--- config.mk ---
export PLATFORM = sky130hd
export DESIGN_NAME = size_class_buffer_pool_flat
export DESIGN_NICKNAME = d
export VERILOG_FILES = /design/src/rtl/core/scbp_pkg.sv /design/src/rtl/core/scbp_if.sv /design/src/rtl/core/size_class_buffer_pool.sv /design/src/rtl/core/scbp_ram.sv /design/src/flat_wrapper.sv
export SDC_FILE = /design/constraint.sdc
export NUM_CORES = 2
export LEC_CHECK = 0
export BUFFER_PORTS_ARGS = -buffer_cell sky130_fd_sc_hd__buf_2
export CORE_MARGIN = 10
export CORE_UTILIZATION = 57
export CTS_CLUSTER_DIAMETER = 200
export CTS_CLUSTER_SIZE = 40
export DETAILED_ROUTE_END_ITERATION = 7
export GPL_TIMING_DRIVEN = 0
export PLACE_DENSITY = 0.8
export SKIP_CTS_REPAIR_TIMING = 1
export SLEW_MARGIN = 20
export SYNTH_ARGS = -nofsm -noshare
export SYNTH_HDL_FRONTEND = slang
export SYNTH_SLANG_ARGS = --single-unit
--- constraint.sdc ---
create_clock -name clock -period 18.1 [get_ports clock]
set_input_delay 0.905 -clock clock [delete_from_list [all_inputs] [get_ports clock]]
set_output_delay 0.905 -clock clock [all_outputs]
set_load 0.05 [all_outputs]
--- src/rtl/core/scbp_pkg.sv ---
// Shared types, constants and helper functions for the size-class buffer pool.
// Depends on nothing; scbp_if and size_class_buffer_pool refer to it by scoped name.

package scbp_pkg;

   // Pool geometry
   localparam int NUM_CLASSES     = 3;
   localparam int SLOTS_PER_CLASS = 16;

   localparam int CLASS_W     = (NUM_CLASSES > 1) ? $clog2(NUM_CLASSES) : 1;
   localparam int SLOT_W      = (SLOTS_PER_CLASS > 1) ? $clog2(SLOTS_PER_CLASS) : 1;
   localparam int SLOT_DEPTH  = NUM_CLASSES * SLOTS_PER_CLASS;
   localparam int SLOT_ADDR_W = (SLOT_DEPTH > 1) ? $clog2(SLOT_DEPTH) : 1;

   // Word field widths
   localparam int FUNC_W     = 2;
   localparam int SIZE_W     = 16;
   localparam int CLS_FLD_W  = 2;
   localparam int IDX_W      = 4;
   localparam int ID_W       = 32;
   localparam int STAT_W     = 3;
   localparam int CNT_W      = 5;
   localparam int TOT_W      = 32;
   localparam int CSR_IDX_W  = 3;
   localparam int CSR_DATA_W = 16;

   // Register map: sizes first, then counts, one per class for the first three
   localparam int CSR_CLASS_REGS = 3;
   localparam int CSR_SIZE_BASE  = 0;
   localparam int CSR_COUNT_BASE = 3;

   // Operation codes
   localparam logic [FUNC_W-1:0] FUNC_ALLOC = 2'd0;
   localparam logic [FUNC_W-1:0] FUNC_FREE  = 2'd1;
   localparam logic [FUNC_W-1:0] FUNC_QUERY = 2'd2;

   typedef enum logic [STAT_W-1:0] {
      STAT_OK,
      STAT_FULL,
      STAT_UNKNOWN,
      STAT_OVERFLOW,
      STAT_BAD_HANDLE
   } status_type;

   typedef enum logic {
      S_IDLE,
      S_EXEC
   } fsm_type;

   // Per-class counter record held in the counter memory
   typedef struct packed {
      logic [CNT_W-1:0] busy;
      logic [TOT_W-1:0] allocs;
      logic [TOT_W-1:0] frees;
      logic [CNT_W-1:0] peak;
   } cnt_entry_type;

   // Per-slot record held in the slot memory
   typedef struct packed {
      logic [ID_W-1:0] owner;
      logic [ID_W-1:0] stamp;
   } slot_rec_type;

   typedef struct packed {
      status_type           status;
      logic [CLS_FLD_W-1:0] grant_class;
      logic [IDX_W-1:0]     grant_slot;
      logic [ID_W-1:0]      culprit_owner;
      logic [ID_W-1:0]      culprit_time;
      logic [CNT_W-1:0]     in_use_count;
      logic [TOT_W-1:0]     alloc_total;
      logic [TOT_W-1:0]     free_total;
      logic [CNT_W-1:0]     peak_in_use;
      logic                 near_exhausted;
   } result_type;

   function automatic logic [SIZE_W-1:0] size_reset(input int k);
      case (k)
         0:       return 16'd100;
         1:       return 16'd500;
         2:       return 16'd1000;
         default: return '0;
      endcase
   endfunction

   function automatic logic [CNT_W-1:0] count_reset(input int k);
      case (k)
         0:       return 5'd10;
         1:       return 5'd5;
         2:       return 5'd5;
         default: return '0;
      endcase
   endfunction

   // Flat slot memory address of a class and slot
   function automatic logic [SLOT_ADDR_W-1:0] slot_addr(input logic [CLASS_W-1:0] c,
                                                        input logic [SLOT_W-1:0]  s);
      return SLOT_ADDR_W'(int'(c) * SLOTS_PER_CLASS + int'(s));
   endfunction

   // Fill the counter fields of a result from a class record
   function automatic result_type report_class(input result_type       r,
                                               input cnt_entry_type    c,
                                               input logic [CNT_W-1:0] usable);
      result_type o;
      o                = r;
      o.in_use_count   = c.busy;
      o.alloc_total    = c.allocs;
      o.free_total     = c.frees;
      o.peak_in_use    = c.peak;
      // usable - 2 <= peak, rearranged to stay unsigned
      o.near_exhausted = ({1'b0, usable} <= ({1'b0, c.peak} + (CNT_W+1)'(2)));
      return o;
   endfunction

endpackage

--- src/rtl/core/scbp_if.sv ---
// Valid/ready channel interfaces for request, response and CSR write words.
// Depends on scbp_pkg for field widths.

interface scbp_req_if;
   logic                                 valid;
   logic                                 ready;
   logic [scbp_pkg::FUNC_W-1:0]          func;
   logic [scbp_pkg::SIZE_W-1:0]          req_size;
   logic [scbp_pkg::CLS_FLD_W-1:0]       slot_class;
   logic [scbp_pkg::IDX_W-1:0]           slot_index;
   logic                                 guard_intact;
   logic [scbp_pkg::ID_W-1:0]            owner_id;
   logic [scbp_pkg::ID_W-1:0]            timestamp;

   modport source (output valid, func, req_size, slot_class, slot_index, guard_intact,
                   owner_id, timestamp, input ready);
   modport sink   (input valid, func, req_size, slot_class, slot_index, guard_intact,
                   owner_id, timestamp, output ready);
endinterface

interface scbp_rsp_if;
   logic                                 valid;
   logic                                 ready;
   logic [scbp_pkg::STAT_W-1:0]          status;
   logic [scbp_pkg::CLS_FLD_W-1:0]       grant_class;
   logic [scbp_pkg::IDX_W-1:0]           grant_slot;
   logic [scbp_pkg::ID_W-1:0]            culprit_owner;
   logic [scbp_pkg::ID_W-1:0]            culprit_time;
   logic [scbp_pkg::CNT_W-1:0]           in_use_count;
   logic [scbp_pkg::TOT_W-1:0]           alloc_total;
   logic [scbp_pkg::TOT_W-1:0]           free_total;
   logic [scbp_pkg::CNT_W-1:0]           peak_in_use;
   logic                                 near_exhausted;

   modport source (output valid, status, grant_class, grant_slot, culprit_owner,
                   culprit_time, in_use_count, alloc_total, free_total, peak_in_use,
                   near_exhausted, input ready);
   modport sink   (input valid, status, grant_class, grant_slot, culprit_owner,
                   culprit_time, in_use_count, alloc_total, free_total, peak_in_use,
                   near_exhausted, output ready);
endinterface

interface scbp_csr_if;
   logic                                 valid;
   logic                                 ready;
   logic [scbp_pkg::CSR_IDX_W-1:0]       reg_index;
   logic [scbp_pkg::CSR_DATA_W-1:0]      wr_data;

   modport source (output valid, reg_index, wr_data, input ready);
   modport sink   (input valid, reg_index, wr_data, output ready);
endinterface

--- src/rtl/core/size_class_buffer_pool.sv ---
// Size-class buffer pool top level. A word is accepted only in the idle state, where the counter
// and slot memories are read; in the execute state its result is loaded into the output register
// and the memories are written back. A new word is not accepted until the last one has executed,
// since the memories are read-modify-written; execute waits while an untaken result is held.
// Reset (synchronous): frees all slots, zeroes counters via per-class valid bits and restores
// class sizes and counts; no clearing pass is needed. Depends on scbp_pkg, scbp_if, scbp_ram.

module size_class_buffer_pool (
   input  logic          clock,
   input  logic          reset,
   scbp_req_if.sink      req_chan,
   scbp_rsp_if.source    rsp_chan,
   scbp_csr_if.sink      csr_chan
);

   // ---------------------------------------------------------------- declarations
   scbp_pkg::fsm_type                         state_ff, state_in;
   logic                                      req_fire, exec_fire, out_free;

   logic [scbp_pkg::SIZE_W-1:0]               size_ff  [scbp_pkg::NUM_CLASSES];
   logic [scbp_pkg::CNT_W-1:0]                count_ff [scbp_pkg::NUM_CLASSES];
   logic                                      csr_fire;

   logic [scbp_pkg::NUM_CLASSES-1:0][scbp_pkg::SLOTS_PER_CLASS-1:0] busy_ff, busy_in;
   logic [scbp_pkg::NUM_CLASSES-1:0]          cnt_valid_ff, cnt_valid_in;

   // accept-side decode
   logic                                      match_found;
   logic [scbp_pkg::CLASS_W-1:0]              match_cls;
   logic [scbp_pkg::CLASS_W-1:0]              cls_in;
   logic                                      cls_ok_in;
   logic [scbp_pkg::CNT_W-1:0]                usable_in;
   logic [scbp_pkg::SLOTS_PER_CLASS-1:0]      row, free_vec;
   logic [scbp_pkg::SLOT_W-1:0]               enc_slot, slot_in;
   logic                                      any_free, found_in, idx_in_range;

   // word held for the execute cycle
   logic [scbp_pkg::FUNC_W-1:0]               op_ff;
   logic [scbp_pkg::CLASS_W-1:0]              cls_ff;
   logic                                      cls_ok_ff;
   logic [scbp_pkg::SLOT_W-1:0]               slot_ff;
   logic                                      found_ff;
   logic                                      guard_ff;
   logic [scbp_pkg::ID_W-1:0]                 owner_ff;
   logic [scbp_pkg::ID_W-1:0]                 stamp_ff;
   logic [scbp_pkg::CNT_W-1:0]                usable_ff;

   // memories
   scbp_pkg::cnt_entry_type                   cnt_rdata, cnt_cur, cnt_new;
   scbp_pkg::slot_rec_type                    slot_rdata, slot_wdata;
   logic                                      cnt_we, slot_we, busy_set, busy_clr;

   // result
   scbp_pkg::result_type                      res, rsp_ff;
   logic                                      rsp_valid_ff, rsp_valid_in;

   // ---------------------------------------------------------------- control FSM
   assign req_fire = req_chan.valid && req_chan.ready;
   assign out_free = !rsp_valid_ff || rsp_chan.ready;

   always_comb begin
      state_in = state_ff;
      unique case (state_ff)
         scbp_pkg::S_IDLE: begin
            if (req_fire) state_in = scbp_pkg::S_EXEC;
         end
         scbp_pkg::S_EXEC: begin
            if (exec_fire) state_in = scbp_pkg::S_IDLE;
         end
         default: state_in = scbp_pkg::S_IDLE;
      endcase
   end

   always_comb begin
      req_chan.ready = 1'b0;
      exec_fire      = 1'b0;
      unique case (state_ff)
         scbp_pkg::S_IDLE: req_chan.ready = 1'b1;
         scbp_pkg::S_EXEC: exec_fire      = out_free;
         default: ;
      endcase
   end

   always_ff @(posedge clock) begin
      if (reset) begin
         state_ff <= scbp_pkg::S_IDLE;
      end else begin
         state_ff <= state_in;
      end
   end

   // ---------------------------------------------------------------- CSR writes
   assign csr_chan.ready = 1'b1;
   assign csr_fire       = csr_chan.valid;

   always_ff @(posedge clock) begin
      for (int k = 0; k < scbp_pkg::NUM_CLASSES; k++) begin
         if (reset) begin
            size_ff[k]  <= scbp_pkg::size_reset(k);
            count_ff[k] <= scbp_pkg::count_reset(k);
         end else if (csr_fire && k < scbp_pkg::CSR_CLASS_REGS) begin
            if (int'(csr_chan.reg_index) == scbp_pkg::CSR_SIZE_BASE + k) begin
               size_ff[k] <= csr_chan.wr_data;
            end
            if (int'(csr_chan.reg_index) == scbp_pkg::CSR_COUNT_BASE + k) begin
               count_ff[k] <= csr_chan.wr_data[scbp_pkg::CNT_W-1:0];
            end
         end
      end
   end

   // ---------------------------------------------------------------- accept decode
   // first class whose size matches, class zero first
   always_comb begin
      match_found = 1'b0;
      match_cls   = '0;
      for (int k = scbp_pkg::NUM_CLASSES - 1; k >= 0; k--) begin
         if (size_ff[k] == req_chan.req_size) begin
            match_found = 1'b1;
            match_cls   = scbp_pkg::CLASS_W'(k);
         end
      end
   end

   always_comb begin
      if (req_chan.func == scbp_pkg::FUNC_ALLOC) begin
         cls_in    = match_cls;
         cls_ok_in = match_found;
      end else begin
         cls_in    = req_chan.slot_class[scbp_pkg::CLASS_W-1:0];
         cls_ok_in = int'(req_chan.slot_class) < scbp_pkg::NUM_CLASSES;
      end
   end

   // usable slots of the addressed class, clamped to the slots per class
   always_comb begin
      usable_in = '0;
      row       = '0;
      if (cls_ok_in) begin
         usable_in = (int'(count_ff[cls_in]) > scbp_pkg::SLOTS_PER_CLASS) ?
                     scbp_pkg::CNT_W'(scbp_pkg::SLOTS_PER_CLASS) : count_ff[cls_in];
         row       = busy_ff[cls_in];
      end
   end

   // lowest free usable slot
   always_comb begin
      enc_slot = '0;
      any_free = 1'b0;
      for (int s = scbp_pkg::SLOTS_PER_CLASS - 1; s >= 0; s--) begin
         free_vec[s] = !row[s] && (int'(usable_in) > s);
         if (free_vec[s]) begin
            enc_slot = scbp_pkg::SLOT_W'(s);
            any_free = 1'b1;
         end
      end
   end

   // a freed slot must be within the usable range and busy
   assign idx_in_range = int'(req_chan.slot_index) < int'(usable_in);

   always_comb begin
      if (req_chan.func == scbp_pkg::FUNC_ALLOC) begin
         slot_in  = enc_slot;
         found_in = any_free;
      end else begin
         slot_in  = scbp_pkg::SLOT_W'(req_chan.slot_index);
         found_in = idx_in_range ? row[scbp_pkg::SLOT_W'(req_chan.slot_index)] : 1'b0;
      end
   end

   always_ff @(posedge clock) begin
      if (req_fire) begin
         op_ff     <= req_chan.func;
         cls_ff    <= cls_in;
         cls_ok_ff <= cls_ok_in;
         slot_ff   <= slot_in;
         found_ff  <= found_in;
         guard_ff  <= req_chan.guard_intact;
         owner_ff  <= req_chan.owner_id;
         stamp_ff  <= req_chan.timestamp;
         usable_ff <= usable_in;
      end
   end

   // ---------------------------------------------------------------- memories
   scbp_ram #(
      .WIDTH ($bits(scbp_pkg::cnt_entry_type)),
      .DEPTH (scbp_pkg::NUM_CLASSES)
   ) u_cnt_ram (
      .clock   (clock),
      .wr_en   (cnt_we),
      .wr_addr (cls_ff),
      .wr_data (cnt_new),
      .rd_en   (req_fire),
      .rd_addr (cls_in),
      .rd_data (cnt_rdata)
   );

   scbp_ram #(
      .WIDTH ($bits(scbp_pkg::slot_rec_type)),
      .DEPTH (scbp_pkg::SLOT_DEPTH)
   ) u_slot_ram (
      .clock   (clock),
      .wr_en   (slot_we),
      .wr_addr (scbp_pkg::slot_addr(cls_ff, slot_ff)),
      .wr_data (slot_wdata),
      .rd_en   (req_fire),
      .rd_addr (scbp_pkg::slot_addr(cls_in, scbp_pkg::SLOT_W'(req_chan.slot_index))),
      .rd_data (slot_rdata)
   );

   assign slot_wdata = '{owner: owner_ff, stamp: stamp_ff};

   // a class record never written reads as zero
   assign cnt_cur = (cls_ok_ff && cnt_valid_ff[cls_ff]) ? cnt_rdata : '0;

   // ---------------------------------------------------------------- execute
   always_comb begin
      res      = '0;
      res.status = scbp_pkg::STAT_BAD_HANDLE;
      cnt_new  = cnt_cur;
      cnt_we   = 1'b0;
      slot_we  = 1'b0;
      busy_set = 1'b0;
      busy_clr = 1'b0;
      case (op_ff)
         scbp_pkg::FUNC_ALLOC: begin
            if (!cls_ok_ff) begin
               res.status = scbp_pkg::STAT_UNKNOWN;
            end else if (!found_ff) begin
               res.status = scbp_pkg::STAT_FULL;
               res        = scbp_pkg::report_class(res, cnt_cur, usable_ff);
            end else begin
               cnt_new.busy   = cnt_cur.busy + 1'b1;
               cnt_new.allocs = (cnt_cur.allocs == '1) ? cnt_cur.allocs
                                                        : cnt_cur.allocs + 1'b1;
               cnt_new.peak   = (cnt_new.busy > cnt_cur.peak) ? cnt_new.busy : cnt_cur.peak;
               res.status      = scbp_pkg::STAT_OK;
               res.grant_class = scbp_pkg::CLS_FLD_W'(cls_ff);
               res.grant_slot  = scbp_pkg::IDX_W'(slot_ff);
               res             = scbp_pkg::report_class(res, cnt_new, usable_ff);
               cnt_we   = 1'b1;
               slot_we  = 1'b1;
               busy_set = 1'b1;
            end
         end
         scbp_pkg::FUNC_FREE: begin
            if (!cls_ok_ff) begin
               res.status = scbp_pkg::STAT_BAD_HANDLE;
            end else if (!found_ff) begin
               res.status = scbp_pkg::STAT_BAD_HANDLE;
               res        = scbp_pkg::report_class(res, cnt_cur, usable_ff);
            end else begin
               cnt_new.busy  = (cnt_cur.busy != '0) ? cnt_cur.busy - 1'b1 : cnt_cur.busy;
               cnt_new.frees = (cnt_cur.frees == '1) ? cnt_cur.frees
                                                      : cnt_cur.frees + 1'b1;
               if (guard_ff) begin
                  res.status = scbp_pkg::STAT_OK;
               end else begin
                  res.status        = scbp_pkg::STAT_OVERFLOW;
                  res.culprit_owner = slot_rdata.owner;
                  res.culprit_time  = slot_rdata.stamp;
               end
               res      = scbp_pkg::report_class(res, cnt_new, usable_ff);
               cnt_we   = 1'b1;
               busy_clr = 1'b1;
            end
         end
         scbp_pkg::FUNC_QUERY: begin
            if (cls_ok_ff) begin
               res.status = scbp_pkg::STAT_OK;
               res        = scbp_pkg::report_class(res, cnt_cur, usable_ff);
            end
         end
         default: res.status = scbp_pkg::STAT_BAD_HANDLE;
      endcase
      // only commit when the result can be registered
      cnt_we   = cnt_we && exec_fire;
      slot_we  = slot_we && exec_fire;
      busy_set = busy_set && exec_fire;
      busy_clr = busy_clr && exec_fire;
   end

   // slot busy flags and counter valid bits
   always_comb begin
      busy_in      = busy_ff;
      cnt_valid_in = cnt_valid_ff;
      if (busy_set) busy_in[cls_ff][slot_ff] = 1'b1;
      if (busy_clr) busy_in[cls_ff][slot_ff] = 1'b0;
      if (cnt_we)   cnt_valid_in[cls_ff]     = 1'b1;
   end

   always_ff @(posedge clock) begin
      if (reset) begin
         busy_ff      <= '0;
         cnt_valid_ff <= '0;
      end else begin
         busy_ff      <= busy_in;
         cnt_valid_ff <= cnt_valid_in;
      end
   end

   // ---------------------------------------------------------------- output register
   always_comb begin
      if (exec_fire) begin
         rsp_valid_in = 1'b1;
      end else if (rsp_chan.ready) begin
         rsp_valid_in = 1'b0;
      end else begin
         rsp_valid_in = rsp_valid_ff;
      end
   end

   always_ff @(posedge clock) begin
      if (reset) begin
         rsp_valid_ff <= 1'b0;
      end else begin
         rsp_valid_ff <= rsp_valid_in;
      end
   end

   always_ff @(posedge clock) begin
      if (exec_fire) begin
         rsp_ff <= res;
      end
   end

   assign rsp_chan.valid          = rsp_valid_ff;
   assign rsp_chan.status         = rsp_ff.status;
   assign rsp_chan.grant_class    = rsp_ff.grant_class;
   assign rsp_chan.grant_slot     = rsp_ff.grant_slot;
   assign rsp_chan.culprit_owner  = rsp_ff.culprit_owner;
   assign rsp_chan.culprit_time   = rsp_ff.culprit_time;
   assign rsp_chan.in_use_count   = rsp_ff.in_use_count;
   assign rsp_chan.alloc_total    = rsp_ff.alloc_total;
   assign rsp_chan.free_total     = rsp_ff.free_total;
   assign rsp_chan.peak_in_use    = rsp_ff.peak_in_use;
   assign rsp_chan.near_exhausted = rsp_ff.near_exhausted;

   // ---------------------------------------------------------------- assertions
   a_alloc_marks_busy: assert property (@(posedge clock) disable iff (reset)
      (exec_fire && op_ff == scbp_pkg::FUNC_ALLOC && cls_ok_ff && found_ff)
      |=> busy_ff[cls_ff][slot_ff])
      else $error("granted slot not marked busy");

   a_free_clears_busy: assert property (@(posedge clock) disable iff (reset)
      (exec_fire && op_ff == scbp_pkg::FUNC_FREE && cls_ok_ff && found_ff)
      |=> !busy_ff[cls_ff][slot_ff])
      else $error("freed slot still marked busy");

   a_rsp_from_exec: assert property (@(posedge clock) disable iff (reset)
      $rose(rsp_valid_ff) |-> $past(exec_fire))
      else $error("response appeared without an execute cycle");

   a_accept_to_exec: assert property (@(posedge clock) disable iff (reset)
      req_fire |=> state_ff == scbp_pkg::S_EXEC)
      else $error("accepted word did not enter execute");

   a_busy_within_peak: assert property (@(posedge clock) disable iff (reset)
      rsp_valid_ff |-> rsp_ff.in_use_count <= rsp_ff.peak_in_use)
      else $error("in-use count above recorded peak");

endmodule

--- src/rtl/core/scbp_ram.sv ---
// Generic simple dual-port RAM: one write port, one read port, registered read.
// Standalone; no package dependency.

module scbp_ram #(
   parameter int  WIDTH  = 8,
   parameter int  DEPTH  = 16,
   localparam int ADDR_W = (DEPTH > 1) ? $clog2(DEPTH) : 1
) (
   input  logic              clock,
   input  logic              wr_en,
   input  logic [ADDR_W-1:0] wr_addr,
   input  logic [WIDTH-1:0]  wr_data,
   input  logic              rd_en,
   input  logic [ADDR_W-1:0] rd_addr,
   output logic [WIDTH-1:0]  rd_data
);

   logic [WIDTH-1:0] mem_ff [DEPTH];
   logic [WIDTH-1:0] rd_data_ff;

   always_ff @(posedge clock) begin
      if (wr_en) begin
         mem_ff[wr_addr] <= wr_data;
      end
      if (rd_en) begin
         rd_data_ff <= mem_ff[rd_addr];
      end
   end

   assign rd_data = rd_data_ff;

endmodule

--- src/flat_wrapper.sv ---
// flat-port wrapper written by rule: the top's interface ports become plain ports
module size_class_buffer_pool_flat 
  (clock, reset, req_chan_valid, req_chan_func, req_chan_req_size, req_chan_slot_class, req_chan_slot_index, req_chan_guard_intact, req_chan_owner_id, req_chan_timestamp, req_chan_ready, rsp_chan_valid, rsp_chan_status, rsp_chan_grant_class, rsp_chan_grant_slot, rsp_chan_culprit_owner, rsp_chan_culprit_time, rsp_chan_in_use_count, rsp_chan_alloc_total, rsp_chan_free_total, rsp_chan_peak_in_use, rsp_chan_near_exhausted, rsp_chan_ready, csr_chan_valid, csr_chan_reg_index, csr_chan_wr_data, csr_chan_ready);
  scbp_req_if req_chan_i ();
  scbp_rsp_if rsp_chan_i ();
  scbp_csr_if csr_chan_i ();
  input  logic clock;
  input  logic reset;
  input wire logic [$bits(req_chan_i.valid)-1:0] req_chan_valid;
  input wire logic [$bits(req_chan_i.func)-1:0] req_chan_func;
  input wire logic [$bits(req_chan_i.req_size)-1:0] req_chan_req_size;
  input wire logic [$bits(req_chan_i.slot_class)-1:0] req_chan_slot_class;
  input wire logic [$bits(req_chan_i.slot_index)-1:0] req_chan_slot_index;
  input wire logic [$bits(req_chan_i.guard_intact)-1:0] req_chan_guard_intact;
  input wire logic [$bits(req_chan_i.owner_id)-1:0] req_chan_owner_id;
  input wire logic [$bits(req_chan_i.timestamp)-1:0] req_chan_timestamp;
  output wire logic [$bits(req_chan_i.ready)-1:0] req_chan_ready;
  output wire logic [$bits(rsp_chan_i.valid)-1:0] rsp_chan_valid;
  output wire logic [$bits(rsp_chan_i.status)-1:0] rsp_chan_status;
  output wire logic [$bits(rsp_chan_i.grant_class)-1:0] rsp_chan_grant_class;
  output wire logic [$bits(rsp_chan_i.grant_slot)-1:0] rsp_chan_grant_slot;
  output wire logic [$bits(rsp_chan_i.culprit_owner)-1:0] rsp_chan_culprit_owner;
  output wire logic [$bits(rsp_chan_i.culprit_time)-1:0] rsp_chan_culprit_time;
  output wire logic [$bits(rsp_chan_i.in_use_count)-1:0] rsp_chan_in_use_count;
  output wire logic [$bits(rsp_chan_i.alloc_total)-1:0] rsp_chan_alloc_total;
  output wire logic [$bits(rsp_chan_i.free_total)-1:0] rsp_chan_free_total;
  output wire logic [$bits(rsp_chan_i.peak_in_use)-1:0] rsp_chan_peak_in_use;
  output wire logic [$bits(rsp_chan_i.near_exhausted)-1:0] rsp_chan_near_exhausted;
  input wire logic [$bits(rsp_chan_i.ready)-1:0] rsp_chan_ready;
  input wire logic [$bits(csr_chan_i.valid)-1:0] csr_chan_valid;
  input wire logic [$bits(csr_chan_i.reg_index)-1:0] csr_chan_reg_index;
  input wire logic [$bits(csr_chan_i.wr_data)-1:0] csr_chan_wr_data;
  output wire logic [$bits(csr_chan_i.ready)-1:0] csr_chan_ready;
  assign req_chan_i.valid = req_chan_valid;
  assign req_chan_i.func = req_chan_func;
  assign req_chan_i.req_size = req_chan_req_size;
  assign req_chan_i.slot_class = req_chan_slot_class;
  assign req_chan_i.slot_index = req_chan_slot_index;
  assign req_chan_i.guard_intact = req_chan_guard_intact;
  assign req_chan_i.owner_id = req_chan_owner_id;
  assign req_chan_i.timestamp = req_chan_timestamp;
  assign req_chan_ready = req_chan_i.ready;
  assign rsp_chan_valid = rsp_chan_i.valid;
  assign rsp_chan_status = rsp_chan_i.status;
  assign rsp_chan_grant_class = rsp_chan_i.grant_class;
  assign rsp_chan_grant_slot = rsp_chan_i.grant_slot;
  assign rsp_chan_culprit_owner = rsp_chan_i.culprit_owner;
  assign rsp_chan_culprit_time = rsp_chan_i.culprit_time;
  assign rsp_chan_in_use_count = rsp_chan_i.in_use_count;
  assign rsp_chan_alloc_total = rsp_chan_i.alloc_total;
  assign rsp_chan_free_total = rsp_chan_i.free_total;
  assign rsp_chan_peak_in_use = rsp_chan_i.peak_in_use;
  assign rsp_chan_near_exhausted = rsp_chan_i.near_exhausted;
  assign rsp_chan_i.ready = rsp_chan_ready;
  assign csr_chan_i.valid = csr_chan_valid;
  assign csr_chan_i.reg_index = csr_chan_reg_index;
  assign csr_chan_i.wr_data = csr_chan_wr_data;
  assign csr_chan_ready = csr_chan_i.ready;
  size_class_buffer_pool u_core (.clock(clock), .reset(reset), .req_chan(req_chan_i), .rsp_chan(rsp_chan_i), .csr_chan(csr_chan_i));
endmodule
After elaboration in Yosys (flattened, before gate mapping)
Memory sizes are Yosys's and may differ from the RTL's. A register that Yosys moved wholly into a read port is not among the register bits.
Cells that the tools add are included.
{ "word_totals": {"register_bits": 281, "input_bits": 113, "mem_bits_rw": 3357, "romBits": 0, "latch_bits": 0, "elab_cells": 276, "memories": 4} }
{ "mem_list": {"columns": ["name", "depth", "word_bits", "read_ports", "rd_ports_with_merged_regs", "wr", "line_no", "rtl"], "rows": [
  ["u_core.u_slot_ram.mem_ff", 48, 64, 1, 1, 1, "scbp_ram.sv:18", "logic [WIDTH-1:0] mem_ff [DEPTH];"],
  ["u_core.u_cnt_ram.mem_ff", 3, 74, 1, 1, 1, "scbp_ram.sv:18", null],
  ["u_core.size_ff", 3, 16, 3, 0, 3, "size_class_buffer_pool.sv:20", "logic [scbp_pkg::SIZE_W-1:0] size_ff [scbp_pkg::NUM_CLASSES];"],
  ["u_core.count_ff", 3, 5, 1, 0, 3, "size_class_buffer_pool.sv:21", "logic [scbp_pkg::CNT_W-1:0] count_ff [scbp_pkg::NUM_CLASSES];"]
]} }
{ "classes": {"div_mod_pow": 0, "n_mul": 0, "n_mux": 141, "shift": 0, "bitwise_logic": 11, "n_lt_le_gt_ge": 28, "n_eq_ne": 12, "add_sub_neg": 8, "n_reduce_logical": 47} }
{ "ops": {"columns": ["cell", "count"], "rows": [
  ["$pmux 145 s3", 1],
  ["$mux 148", 2],
  ["$mux 145", 2],
  ["$mux 32", 6],
  ["$mux 146", 1],
  ["$mux 16", 9],
  ["$mux 48", 2],
  ["$mux 37", 2],
  ["$mux 74", 1],
  ["$mux 5", 14],
  ["$mux 4", 17],
  ["$mux 1", 67],
  ["$add 32x1->32 const B", 2],
  ["$eq 32x32->1 const B", 2],
  ["$mux 64", 1],
  ["$and 48x48->48", 1],
  ["$eq 16x16->1", 3],
  ["$not 48->48", 1],
  ["$or 48x48->48", 1],
  ["$gt 5x4->1 const B", 8],
  ["$bmux 16 s2", 1],
  ["$demux 16 s2", 1],
  ["$logic_and 1x1->1", 23],
  ["$gt 5x3->1 const B", 4],
  ["other kinds (38)", 75]
]} }

Logic depth before layout (Yosys ltp)
An unclocked memory read counts as a cell.
{ "depth": {"depth_word": 29, "ltp_mapped": 30, "mapped_depth_nobuf": 28} }

By module
A second synthesis with hierarchy kept.
{ "unflattened": {"hier_cells": 7369, "area_unflattened_um2": 147426.4} }
{ "modules_own_cells": {"columns": ["mod", "cells_per_inst", "area_per_inst_um2", "instances", "seq_area_each_um2"], "rows": [
  ["scbp_ram (u_core.u_slot_ram)", 5154, 119131.8, 1, 94170.3],
  ["size_class_buffer_pool", 1670, 17832.1, 1, 9799.4],
  ["scbp_ram (u_core.u_cnt_ram)", 545, 10462.5, 1, 8888.5]
]} }

Worst setup path after synthesis
No wires, ideal clock.
{ "synth_path": {"path_kind": "input port to flip-flop", "start": "input port rsp_chan_ready", "end": "memory u_core.u_slot_ram.mem_ff[16][0] (netlist name), enable pin", "arrival_time_ns": 12.953, "path_stages": 8, "setup_slack_ns": 4.661, "required_ns": 17.613, "path_cell_list": "inv_1 > a21oi_1 > nand4b_1 > or3b_2 > or2_2 > clkbuf_1 > clkbuf_1 > nor2_1"} }
{ "synth_between": {"elab_chain_len": 5} }
{ "synth_rtl": {"columns": ["item", "line_no", "rtl"], "rows": [
  ["start, declared", "flat_wrapper.sv:29", "input wire logic [$bits(rsp_chan_i.ready)-1:0] rsp_chan_ready;"],
  ["$logic_or 1x1->1", "size_class_buffer_pool.sv:59", "assign out_free = !rsp_valid_ff || rsp_chan.ready;"],
  ["$mux 1", "size_class_buffer_pool.sv:77", "unique case (state_ff)"],
  ["named net u_core.exec_fire", "size_class_buffer_pool.sv:18", "logic req_fire, exec_fire, out_free;"],
  ["$logic_and 1x1->1", "size_class_buffer_pool.sv:280", "slot_we = slot_we && exec_fire;"],
  ["$mux 1", "scbp_ram.sv:22", "if (wr_en) begin"],
  ["$mux 1 (not written as such)", "scbp_ram.sv:23", "mem_ff[wr_addr] <= wr_data;"],
  ["end, declared", "scbp_ram.sv:18", null]
]} }
The timed path passes the listed nets, and every way through them passes these cells.

==> flow_metrics.py <==
metrics = {
    "sta": {
        "report.final.hold_viol_count": 0,
        "max_slew.worst_pin.slew_ns": 1.33,
        "finalMaxSlewViolations": 0,
        "final_min_period_over_clock_period_pct": 42.3,
        "max_clock_freq_mhz": 131,
        "rsz0062_at_grt": "no",
        "setup_viol_count_final": 0,
        "finalWorstSetupSlack_ns": 10.44,
        "fin_worst_skew_ns": 0.0950,
        "finalWorstPathRequiredPeriod_ns": 7.66,
        "worst_hold_slack_ns": 0.184,
        "max_slew_margin_pct": 11.4,
        "tns_ns": 0,
    },
    "setup_path": {
        "crit-reg2reg-launch": "u_core.cls_ok_ff$_DFFE_PP_",
        "arrival_ns": 8.39,
        "timing.critical_path.slowest_stage_cell": "sky130_fd_sc_hd__o21ai_0",
        "critPathLaunch": "u_core.cls_ok_ff$_DFFE_PP_",
        "critPathRequiredTime_ns": 18.83,
        "reg2regPathDepth": 29,
        "reg2reg_to": "u_core.rsp_chan.near_exhausted$_DFFE_PP_",
        "crit_end": "u_core.rsp_chan.near_exhausted$_DFFE_PP_",
        "path_class": "reg2reg",
        "r2r_setup_slack_ns": 10.44,
        "cpPeakStageDelay_ns": 0.61,
        "critical_path_fanouts_max": 10,
        "crit_path_start_kind": "flip-flop",
        "critPathCaptureType": "flip-flop",
    },
    "grt": {
        "grt_first_pass_wirelength_um": 595000,
        "first_global_vias": 78000,
        "grtUsageTotal_pct": 30.1,
        "grt_max_degree": 49,
        "globalRoute.totalOverflow": 0,
        "grt_antenna_before_repair": 31,
    },
    "place": {
        "post-place-ws_ns": 10.69,
        "hpwlAfterDp_um": 287000,
        "buffer_ports.inserted": 260,
        "finalWeightedCongestion": 0.899,
    },
    "drt": {
        "detailroute.via_count": 79600,
        "drc_errors": 0,
        "drtPass1Iterations": 8,
        "wl_per_cell_um": 38.7,
        "detail_route.iter0.violations": 14600,
        "postRouteAntennaNets": 0,
        "postRouteWirelength_um": 430000,
        "route.detailed.vias_per_inst": 7.15,
    },
    "synth": {
        "yosysSeqAreaShare_pct": 77.1,
        "async_reset_ff_share_pct": 0,
        "number_of_enable_flip_flop_cells_after_synthesis": 3723,
        "synth_warnings": 0,
        "number_of_flip_flops_and_latches_in_the_synthesized_netlist": 3776,
        "ys_dominant_reg_cell": "sky130_fd_sc_hd__edfxtp_1",
        "synth_cells": 7020,
        "synth_area_um2": 146000,
        "avg_inst_size_synth_um2": 20.9,
        "ys_top_cells_by_area": "sky130_fd_sc_hd__edfxtp_1, sky130_fd_sc_hd__mux4_2, sky130_fd_sc_hd__nand2_1, sky130_fd_sc_hd__clkbuf_1, sky130_fd_sc_hd__nor2_1",
        "yosys.area.top_type_share_pct": 76.3,
        "yosys.area.top_type": "sky130_fd_sc_hd__edfxtp_1",
        "synthDistinctLibCells": 84,
        "postSynthNetCount": 7157,
    },
    "run_status": {
        "outcome": "finished clean",
    },
    "die": {
        "io-pin-count": 264,
        "row_count": 186,
        "coreArea_um2": 256000,
        "start_util_pct": 57.2,
        "die_w_um": 527,
        "chipHeight_um": 527,
        "die_area_um2": 278000,
    },
    "cts": {
        "cts_tree": "done",
        "clock_tree.buffer_depth": 3,
        "clk_root_buffer_cell": "sky130_fd_sc_hd__clkbuf_16",
        "clock_insertion_delay_worst_skew_ns": 0.90,
        "cts_htree_levels": 3,
        "clkSlewWorstSetupHoldPaths_ns": 0.16,
        "cts_buffers": 104,
        "clock_sinks": 3776,
    },
    "worst_hold_path": {
        "hp-start": "req_chan_timestamp[29]",
        "holdCritPathClass": "in2reg",
    },
    "layout": {
        "areaGrowthSynthToFinish_pct": 10.5,
        "nNetsFinal": 7825,
        "drive_above_1_share_pct": 24.0,
    },
    "power": {
        "pwr_per_cell_area_nw_per_um2": 88.5,
        "vdd_drop_max_v": 0.0000912,
        "total_leakage_power_nw": 50.5,
        "total_power_mw": 14.3,
    },
    "job": {
        "maxCapViolations": 0,
    },
}
cells by family after synthesis:
group | share of synthesized area, %
fa+ha+maj | 0.205
xor+xnor | 0.592
buf+inv | 1.07
other cells | 0.00256
compound gates | 2.19
flops | 77.1
mux | 15.1
simple gates | 3.74
area by class of cell:
class                   instances  area [um2]
clock buffers                 125        2700
clock inverters                 7         155
flip-flops and latches       3776      113000
well taps                    3384        4230
diodes                         32        80.1
inverters                      49         191
fillers                     16100       94400
repair buffers                562        7630
multi-input cells            2832       32500
plain buffers                 363        1530
cells in the final DEF, fill, tap and decap left out, drive strengths merged, types with 19 or more instances in the layout:
master,count
a21oi,85
a31oi,143
and2,128
and3,23
buf,598
clkbuf,452
dfxtp,53
diode,32
edfxtp,3723
ha,24
inv,50
mux2i,42
mux4,962
nand2,448
nand2b,37
nand3,64
nand4,32
nor2,302
nor3,34
nor4,25
o21a,19
o21ai,138
o22ai,24
or3,53
xnor2,21
xor2,78
sequential cells by signal, indices dropped and copies added (netlist names), 48 cells and up:
register,cells
u_core.u_slot_ram.rd_data,64
u_core.u_cnt_ram.rd_data,74
u_core.busy_ff,48
u_core.u_cnt_ram.mem_ff,222
u_core.u_slot_ram.mem_ff,3072
u_core.size_ff,48
synth_stat cells (4+ instances only):
library cell / number
sky130_fd_sc_hd__nand4_1: 32
sky130_fd_sc_hd__a31oi_1: 143
sky130_fd_sc_hd__edfxtp_1: 3723
sky130_fd_sc_hd__a211oi_1: 5
sky130_fd_sc_hd__nor2b_1: 12
sky130_fd_sc_hd__or3_1: 52
sky130_fd_sc_hd__o2bb2ai_1: 6
sky130_fd_sc_hd__and4_1: 6
sky130_fd_sc_hd__clkbuf_1: 302
sky130_fd_sc_hd__inv_1: 45
sky130_fd_sc_hd__o21a_1: 18
sky130_fd_sc_hd__mux4_2: 962
sky130_fd_sc_hd__nand2b_1: 37
sky130_fd_sc_hd__and2_1: 128
sky130_fd_sc_hd__nand3_1: 64
sky130_fd_sc_hd__xor2_1: 78
sky130_fd_sc_hd__or2_2: 6
sky130_fd_sc_hd__dfxtp_1: 53
sky130_fd_sc_hd__o21ai_0: 137
sky130_fd_sc_hd__mux2i_1: 42
sky130_fd_sc_hd__xnor2_1: 21
sky130_fd_sc_hd__ha_1: 24
sky130_fd_sc_hd__a21o_1: 10
sky130_fd_sc_hd__a31o_2: 4
sky130_fd_sc_hd__a22o_1: 4
sky130_fd_sc_hd__o31a_1: 4
sky130_fd_sc_hd__a21oi_1: 84
sky130_fd_sc_hd__o2111ai_1: 4
sky130_fd_sc_hd__mux2_2: 8
sky130_fd_sc_hd__buf_2: 7
sky130_fd_sc_hd__a22oi_1: 10
sky130_fd_sc_hd__nor4_1: 24
sky130_fd_sc_hd__nor2_1: 302
sky130_fd_sc_hd__o221ai_1: 6
sky130_fd_sc_hd__nor3_1: 33
sky130_fd_sc_hd__o22ai_1: 24
sky130_fd_sc_hd__nand2_1: 447
sky130_fd_sc_hd__a32oi_1: 7
sky130_fd_sc_hd__buf_1: 51
sky130_fd_sc_hd__and3_1: 23
routing by layer:
layer / share of wire, % / GRT usage, % / vias up / wire (um)
met5: 0.085 / 0 / - / 364
met2: 48 / 48.0 / 7336 / 205000
li1: - / - / 30100 / -
met4: 6.6 / 16.1 / 26 / 28500
met1: 33 / 38.9 / 40900 / 141000
met3: 13 / 7.38 / 1323 / 55700
report_power, final:
group,internal (mW),switching (mW)
Combinational,0.363,0.665
Sequential,9.69,0.0870
Clock,1.09,2.44
Total,11.1,3.19
worst min-delay path by stage:
stage / depth (start not counted) / slack (ns) / endpoint
global placement: 1 / 0.45 / u_core.cnt_valid_ff[0]$_SDFFE_PP0P_
finish: 1 / 0.18 / u_core.stamp_ff[29]$_DFFE_PP_
CTS: 1 / 0.14 / u_core.stamp_ff[6]$_DFFE_PP_
detailed placement: 1 / 0.46 / u_core.cnt_valid_ff[2]$_SDFFE_PP0P_
global route: 1 / 0.16 / u_core.stamp_ff[22]$_DFFE_PP_
floorplan: 1 / 0.44 / u_core.cnt_valid_ff[0]$_SDFFE_PP0P_
critical path: cells and delay by family (launching register included):
family          cells  cell delay [ns]
simple gates        9             1.61
buf+inv             7             2.55
compound gates      8             1.72
flops               1             0.37
fa+ha+maj           4             1.09
xor+xnor            1             0.16
metrics by stage:
stage / util (%) / cell area (um2) / instances
2_1_floorplan: - / 146000 / 7020
3_3_place_gp: 59.3 / 152000 / 10700
3_5_place_dp: 61.8 / 158000 / 10900
4_1_cts: 62.9 / 161000 / 11100
5_1_grt: 63.1 / 162000 / 11100
6_report: 63.2 / 162000 / 11100
Note: power is estimated with default switching activity, not from simulation.
